===== config.mk =====
export PLATFORM = sky130hd
export DESIGN_NAME = fnv1a_duplicate_record_filter_top
export DESIGN_NICKNAME = d
export VERILOG_FILES = /design/src/fnvdf_pkg.sv /design/src/fnvdf_hash.sv /design/src/fnvdf_cell.sv /design/src/fnv1a_duplicate_record_filter_top.sv
export SDC_FILE = /design/constraint.sdc
export NUM_CORES = 2
export LEC_CHECK = 0
export CORE_MARGIN = 2
export CORE_UTILIZATION = 58
export CTS_CLUSTER_SIZE = 30
export DETAILED_ROUTE_END_ITERATION = 8
export DONT_BUFFER_PORTS = 1
export PLACE_DENSITY = 0.77
export SLEW_MARGIN = 20
export SYNTH_ARGS = -nofsm -noshare
export SYNTH_HDL_FRONTEND = slang
export SYNTH_SLANG_ARGS = --single-unit

===== constraint.sdc =====
create_clock -name clk -period 22.9 [get_ports clk]
set_clock_uncertainty 0.05 [all_clocks]
set_input_delay 2.29 -clock clk [delete_from_list [all_inputs] [get_ports clk]]
set_output_delay 2.29 -clock clk [all_outputs]
set_load 0.02 [all_outputs]

===== src/fnvdf_pkg.sv =====
`timescale 1ns / 1ps
package fnvdf_pkg;

	// Hash constants. The 64-bit prime is 2^40 + 0x1B3, so the multiply
	// is done as a shift plus a narrow constant product.
	localparam logic [63:0] FNV_BASIS       = 64'hCBF2_9CE4_8422_2325;
	localparam logic [8:0]  FNV_PRIME_LO    = 9'h1B3;
	localparam int          FNV_PRIME_SHIFT = 40;

	// Only the first bytes of a record up to this limit are hashed.
	localparam int HASH_BYTE_LIMIT = 256;
	localparam int COUNT_W         = $clog2(HASH_BYTE_LIMIT + 1);

	// Number of recent distinct ids kept in the window chain.
	localparam int WINDOW_DEPTH = 25;

	localparam int ID_W   = 64;
	localparam int BYTE_W = 8;

	// Control that every window cell receives in the same cycle.
	typedef struct packed {
		logic shift;
	} cell_ctrl_t;

endpackage


===== src/fnvdf_hash.sv =====
`timescale 1ns / 1ps
module fnvdf_hash
	import fnvdf_pkg::*;
(
	input  logic              clk,
	input  logic              arst_n,
	input  logic              accept,
	input  logic [BYTE_W-1:0] data_byte,
	input  logic              last_byte,
	output logic [ID_W-1:0]   record_id,
	output logic              done_s1
);

	logic [ID_W-1:0]    hash_q;
	logic [COUNT_W-1:0] count_q;
	logic [ID_W-1:0]    fold;
	logic [ID_W-1:0]    lo_prod;
	logic [ID_W-1:0]    next_hash;
	logic               in_limit;
	logic [ID_W-1:0]    folded;

	// One FNV-1a round: xor the byte in, then multiply by the prime modulo 2^64.
	always_comb begin
		in_limit  = count_q < COUNT_W'(HASH_BYTE_LIMIT);
		fold      = hash_q ^ {{(ID_W-BYTE_W){1'b0}}, data_byte};
		lo_prod   = fold * FNV_PRIME_LO;
		next_hash = lo_prod + (fold << FNV_PRIME_SHIFT);
		folded    = in_limit ? next_hash : hash_q;
	end

	// Accumulator and byte count; both restart after the last byte.
	always_ff @(posedge clk or negedge arst_n) begin
		if (!arst_n) begin
			hash_q  <= FNV_BASIS;
			count_q <= '0;
			done_s1 <= 1'b0;
		end else begin
			done_s1 <= accept && last_byte;
			if (accept) begin
				if (last_byte) begin
					hash_q  <= FNV_BASIS;
					count_q <= '0;
				end else begin
					hash_q <= folded;
					if (in_limit) begin
						count_q <= count_q + 1'b1;
					end
				end
			end
		end
	end

	// The finished id is held until the next record completes.
	always_ff @(posedge clk) begin
		if (accept && last_byte) begin
			record_id <= folded;
		end
	end

endmodule


===== src/fnvdf_cell.sv =====
`timescale 1ns / 1ps
module fnvdf_cell
	import fnvdf_pkg::*;
(
	input  logic            clk,
	input  logic            arst_n,
	input  cell_ctrl_t      ctrl,
	input  logic [ID_W-1:0] id_in,
	input  logic            valid_in,
	input  logic [ID_W-1:0] query,
	output logic [ID_W-1:0] id_out,
	output logic            valid_out,
	output logic            match_q
);

	logic [ID_W-1:0] id_q;
	logic            valid_q;

	// The valid bit moves along the chain with its id.
	always_ff @(posedge clk or negedge arst_n) begin
		if (!arst_n) begin
			valid_q <= 1'b0;
			match_q <= 1'b0;
		end else begin
			match_q <= valid_q && (id_q == query);
			if (ctrl.shift) begin
				valid_q <= valid_in;
			end
		end
	end

	// Stored id takes the neighbour's value on a shift.
	always_ff @(posedge clk) begin
		if (ctrl.shift) begin
			id_q <= id_in;
		end
	end

	assign id_out    = id_q;
	assign valid_out = valid_q;

endmodule


===== src/fnv1a_duplicate_record_filter_top.sv =====
`timescale 1ns / 1ps
// Takes one record byte per cycle, but s_axis_tready is low from the accepted last byte
// until that record is decided. The result passes the hash register, the registered
// compare in every window cell and the output register of the decision stage.
// A result waiting at the output stalls the next record only at its decision stage.
// Asynchronous active-low reset restores the hash basis, clears the byte count and
// invalidates every window cell; stored ids are not cleared.
module fnv1a_duplicate_record_filter_top
	import fnvdf_pkg::*;
(
	input  logic              clk,
	input  logic              arst_n,
	input  logic              s_axis_tvalid,
	output logic              s_axis_tready,
	input  logic [BYTE_W-1:0] s_axis_tdata,  // [7:0] data_byte
	input  logic              s_axis_tlast,
	output logic              m_axis_tvalid,
	input  logic              m_axis_tready,
	output logic [ID_W-1:0]   m_axis_tdata,  // [63:0] record_id
	output logic              m_axis_tuser   // [0] is_duplicate
);

	logic                  accept;
	logic                  busy_q;
	logic                  done_s1;
	logic                  lookup_s2;
	logic [ID_W-1:0]       record_id;
	logic                  out_free;
	logic                  decide;
	logic                  dup;
	cell_ctrl_t            ctrl;
	logic [ID_W-1:0]       chain_id [WINDOW_DEPTH+1];
	logic [WINDOW_DEPTH:0] chain_valid;
	logic [WINDOW_DEPTH-1:0] match;

	assign s_axis_tready = !busy_q;
	assign accept        = s_axis_tvalid && s_axis_tready;

	fnvdf_hash u_hash (
		.clk       (clk),
		.arst_n    (arst_n),
		.accept    (accept),
		.data_byte (s_axis_tdata),
		.last_byte (s_axis_tlast),
		.record_id (record_id),
		.done_s1   (done_s1)
	);

	// Decision: once the output is free the output register loads; the window shifts only for a new id.
	always_comb begin
		out_free   = !m_axis_tvalid || m_axis_tready;
		decide     = lookup_s2 && out_free;
		dup        = |match;
		ctrl.shift = decide && !dup;
	end

	// New ids enter at the head; the oldest falls off the tail when the chain is full.
	assign chain_id[0]    = record_id;
	assign chain_valid[0] = 1'b1;

	for (genvar k = 0; k < WINDOW_DEPTH; k++) begin : g_cell
		fnvdf_cell u_cell (
			.clk       (clk),
			.arst_n    (arst_n),
			.ctrl      (ctrl),
			.id_in     (chain_id[k]),
			.valid_in  (chain_valid[k]),
			.query     (record_id),
			.id_out    (chain_id[k+1]),
			.valid_out (chain_valid[k+1]),
			.match_q   (match[k])
		);
	end

	// Record sequencing and output valid.
	always_ff @(posedge clk or negedge arst_n) begin
		if (!arst_n) begin
			busy_q        <= 1'b0;
			lookup_s2     <= 1'b0;
			m_axis_tvalid <= 1'b0;
		end else begin
			if (accept && s_axis_tlast) begin
				busy_q <= 1'b1;
			end else if (decide) begin
				busy_q <= 1'b0;
			end
			if (done_s1) begin
				lookup_s2 <= 1'b1;
			end else if (decide) begin
				lookup_s2 <= 1'b0;
			end
			if (decide) begin
				m_axis_tvalid <= 1'b1;
			end else if (m_axis_tready) begin
				m_axis_tvalid <= 1'b0;
			end
		end
	end

	// Output payload register.
	always_ff @(posedge clk) begin
		if (decide) begin
			m_axis_tdata <= record_id;
			m_axis_tuser <= dup;
		end
	end

endmodule

==> results.cfg <==
[status]
failing_checks = DRC
status = finished, violations left

[timing]
rsz0062_at_grt = no
setup_violations = 0
achievable-frequency_mhz = 125
worst_pin_slew_ns = 1.26
final.min_clock_period_ns = 7.97
post-route-worst-setup-slack_ns = 14.93
setup_total_negative_slack_ns = 0
max-slew-margin-rel = 0.157
finalCritPeriodShare = 0.348
final_hold_viol_count = 0
whs_ns = 0.389
report.final.slew_viol_count = 0

[route]
detail_route.iter0.violations = 11800
final_antenna_net_count = 0
route.vias.total = 57900
detail_route.wl_per_cell_um = 38.7
total_wire_length_after_detailed_routing_um = 326000
detail_route.first_pass.iterations = 9
vias_per_cell = 6.86
drc = 16

[yosys]
postSynthNetCount = 6558
yosys_register_bits = 1856
syn-cell-area_sq_um = 87500
synth_edf_count = 1729
synth_sequential_area_ratio = 0.630
yosysWarningCount = 0
synth_cell_types = 91
ys.flop_type = sky130_fd_sc_hd__edfxtp_1
syn-instance-count = 6138
synth_top_area_share = 0.594
fraction_of_synthesis_flops_using_an_asynchronous_set_or_reset_pin = 0.0684
synth_top_cells_by_area = sky130_fd_sc_hd__edfxtp_1 (59%), sky130_fd_sc_hd__xor2_1 (7.7%), sky130_fd_sc_hd__xnor2_1 (5.6%)
syn_area_per_cell_sq_um = 14.3
netlist.top_cell.by_area = sky130_fd_sc_hd__edfxtp_1

[worst_hold_path]
hold_start = u_hash.done_s1
min_delay_path_depth = 1
hold_path_end = lookup_s2
worst_hold_class = flip-flop to flip-flop

[worst_setup_path]
reg2reg_setup_slack_ns = 14.93
path_class = flip-flop to flip-flop
worstPathBufferInverterCount = 5
cp_cell_sequence = or4_1 > nor4_1 > nand4_1 > nor2_4 > buf_4 > buf_4 > buf_4 > buf_4 > buf_4
crit_slowest_cell = sky130_fd_sc_hd__nor2_4
rr_startpoint = g_cell[4].u_cell.match_q
crit-reg2reg-capture = g_cell[2].u_cell.id_out[20]
required_ns = 23.32
timing.reg2reg.worst_path_depth = 9
timing.critical_path.to_type = flip-flop
timing.critical_path.mode_cell = sky130_fd_sc_hd__buf_4
crit_family = buffers and inverters
worst_path_arrival_time_ns = 8.39
timing.critical_path.slowest_cell_delay_ns = 0.91
path_max_fanout = 74
startpoint_type = flip-flop

[clock_tree]
clk_latency_ns = 0.86
clk_pin_slew_worst_setup_hold_paths_ns = 0.06
tritoncts.num_buffers = 185
cts_setup_buffers = 0
cts_htree_levels = 4
cts_hold_buffers = 0
max-clock-path-buffers = 3
tritoncts = done
total_number_of_clock_tree_sinks = 1856
post_cts.resized_instances = 0
root_buffer = sky130_fd_sc_hd__clkbuf_16

[global_route]
global_route.usage.total = 0.425
antenna_found_initial = 23
grt_start_max_net_pins = 128
grt_first_pass_wirelength_um = 441000
grt.busiest_layer = met2
grt_use_met2 = 0.594
globalRoute.totalOverflow = 0
grtUsageMet3 = 0.176
grt_pass1_vias = 55400
grt.met1_usage = 0.549

[placement]
setup_slack_at_placement_ns = 14.80
gpl.final_weighted_congestion = 1.04
port-buffer-count = 0
place.detailed.hpwl_um = 230000

[floorplan]
placement_rows = 142
io-pin-count = 80
die_x_um = 392
die_h_um = 392
design.core.area_sq_um = 150000
design.die.area_sq_um = 154000
initial_core_util = 0.584

[layout]
drive_above_1_share = 0.0870
layout.nets = 6663
syn2layout_area_growth_pct = 10.3
layout.cells.most_common = sky130_fd_sc_hd__edfxtp_1
mostFrequentLayoutCells = sky130_fd_sc_hd__edfxtp_1 (1,729), sky130_fd_sc_hd__xor2_1 (770), sky130_fd_sc_hd__inv_1 (581)

[power_and_ir_drop]
cellLeakagePower_nw = 35.7
totalPowerFinal_mw = 7.88
power_density_nw_per_um2 = 81.7
irDropWorstVdd_uv = 97.1

[run]
number_of_maximum_capacitance_constraint_violations = 0
==> through the flow <==
stage               cell area [sq um]  instances  utilization
global route                    96400       8421        0.644
CTS                             96400       8421        0.644
detailed placement              90300       8072        0.603
finish                          96500       8434        0.644
global placement                90300       8070        0.603
floorplan                       87500       6138            -
==> registers in the layout, indices dropped and copies added, names as in the netlist <==
| signal | flops |
|---|---|
| u_hash.record_id | 64 |
| busy_q | 1 |
| m_axis_tdata | 64 |
| m_axis_tuser | 1 |
| u_hash.count_q | 9 |
| u_hash.done_s1 | 1 |
| g_cell.u_cell.match_q | 25 |
| m_axis_tvalid | 1 |
| g_cell.u_cell.id_out | 1600 |
| g_cell.u_cell.valid_out | 25 |
| u_hash.hash_q | 64 |
| lookup_s2 | 1 |
==> layout make-up <==
| type | instances | area (sq um) |
|---|---|---|
| inverter | 598 | 2250 |
| antenna | 13 | 32.5 |
| multi-input combinational | 3425 | 29100 |
| tap | 2016 | 2520 |
| sequential | 1856 | 55100 |
| clock buffer | 230 | 4990 |
| timing repair buffer | 177 | 1360 |
| fill | 10600 | 53300 |
| clock inverter | 119 | 1080 |
==> Yosys cell counts (all sizes together) (11+ instances only) <==
library cell / instances
xor2: 770
a21oi: 107
nand4: 209
buf: 106
nor2: 76
ha: 197
o21a: 13
a221oi: 94
a22oi: 35
o21bai: 17
o21ai: 143
xnor2: 557
a22o: 36
fa: 210
nand2: 166
nor4: 253
edfxtp: 1729
o221ai: 15
nand3: 35
and3: 16
dfrtp: 99
dfstp: 28
a21o: 44
clkbuf: 153
mux2: 31
a222oi: 14
o2bb2ai: 55
o22ai: 138
clkinv: 11
inv: 587
nor3: 39
==> cells by family after synthesis <==
family	synth area share
AOI/OAI and AO/OA	0.0645
xor gates and xnor gates	0.133
buffers and inverters	0.0375
and+or+nand+nor	0.0543
muxes	0.00422
DFF	0.630
adders and majority gates	0.0762
==> worst max-delay path by stage <==
| stage | end | slack, ns | depth (start not counted) | startpoint |
|---|---|---|---|---|
| floorplan | g_cell[2].u_cell.valid_out | 8.14 | 5 | m_axis_tready |
| detailed placement | u_hash.record_id[58] | 14.80 | 19 | s_axis_tdata[2] |
| finish | g_cell[2].u_cell.id_out[20] | 14.93 | 9 | g_cell[4].u_cell.match_q |
| global placement | u_hash.record_id[44] | 14.86 | 19 | s_axis_tdata[1] |
| global route | g_cell[3].u_cell.id_out[34] | 14.79 | 9 | g_cell[4].u_cell.match_q |
| CTS | g_cell[3].u_cell.id_out[20] | 15.24 | 9 | g_cell[4].u_cell.match_q |
==> worst reg2reg max path, stage by stage, from the launching register on <==
cell and delay [ns]:
sky130_fd_sc_hd__dfrtp_1 0.37, sky130_fd_sc_hd__or4_1 0.52, sky130_fd_sc_hd__nor4_1 0.76, sky130_fd_sc_hd__nand4_1 0.67, sky130_fd_sc_hd__nor2_4 0.91, sky130_fd_sc_hd__buf_4 0.89, sky130_fd_sc_hd__buf_4 0.91, sky130_fd_sc_hd__buf_4 0.72
sky130_fd_sc_hd__buf_4 0.89, sky130_fd_sc_hd__buf_4 0.82
==> metal layers <==
layer  vias up  part of all wire
met3      1340              0.17
li1      22600                 -
met1     28500              0.34
met4        29             0.081
met5         -            0.0010
met2      5463              0.41
==> power by group <==
part / switching (mW) / internal [mW]
logic: 0.683 / 0.429
clock network: 1.38 / 1.73
registers: 0.00378 / 3.65
total: 2.06 / 5.82
No activity file was read; power rests on OpenSTA's default activity.
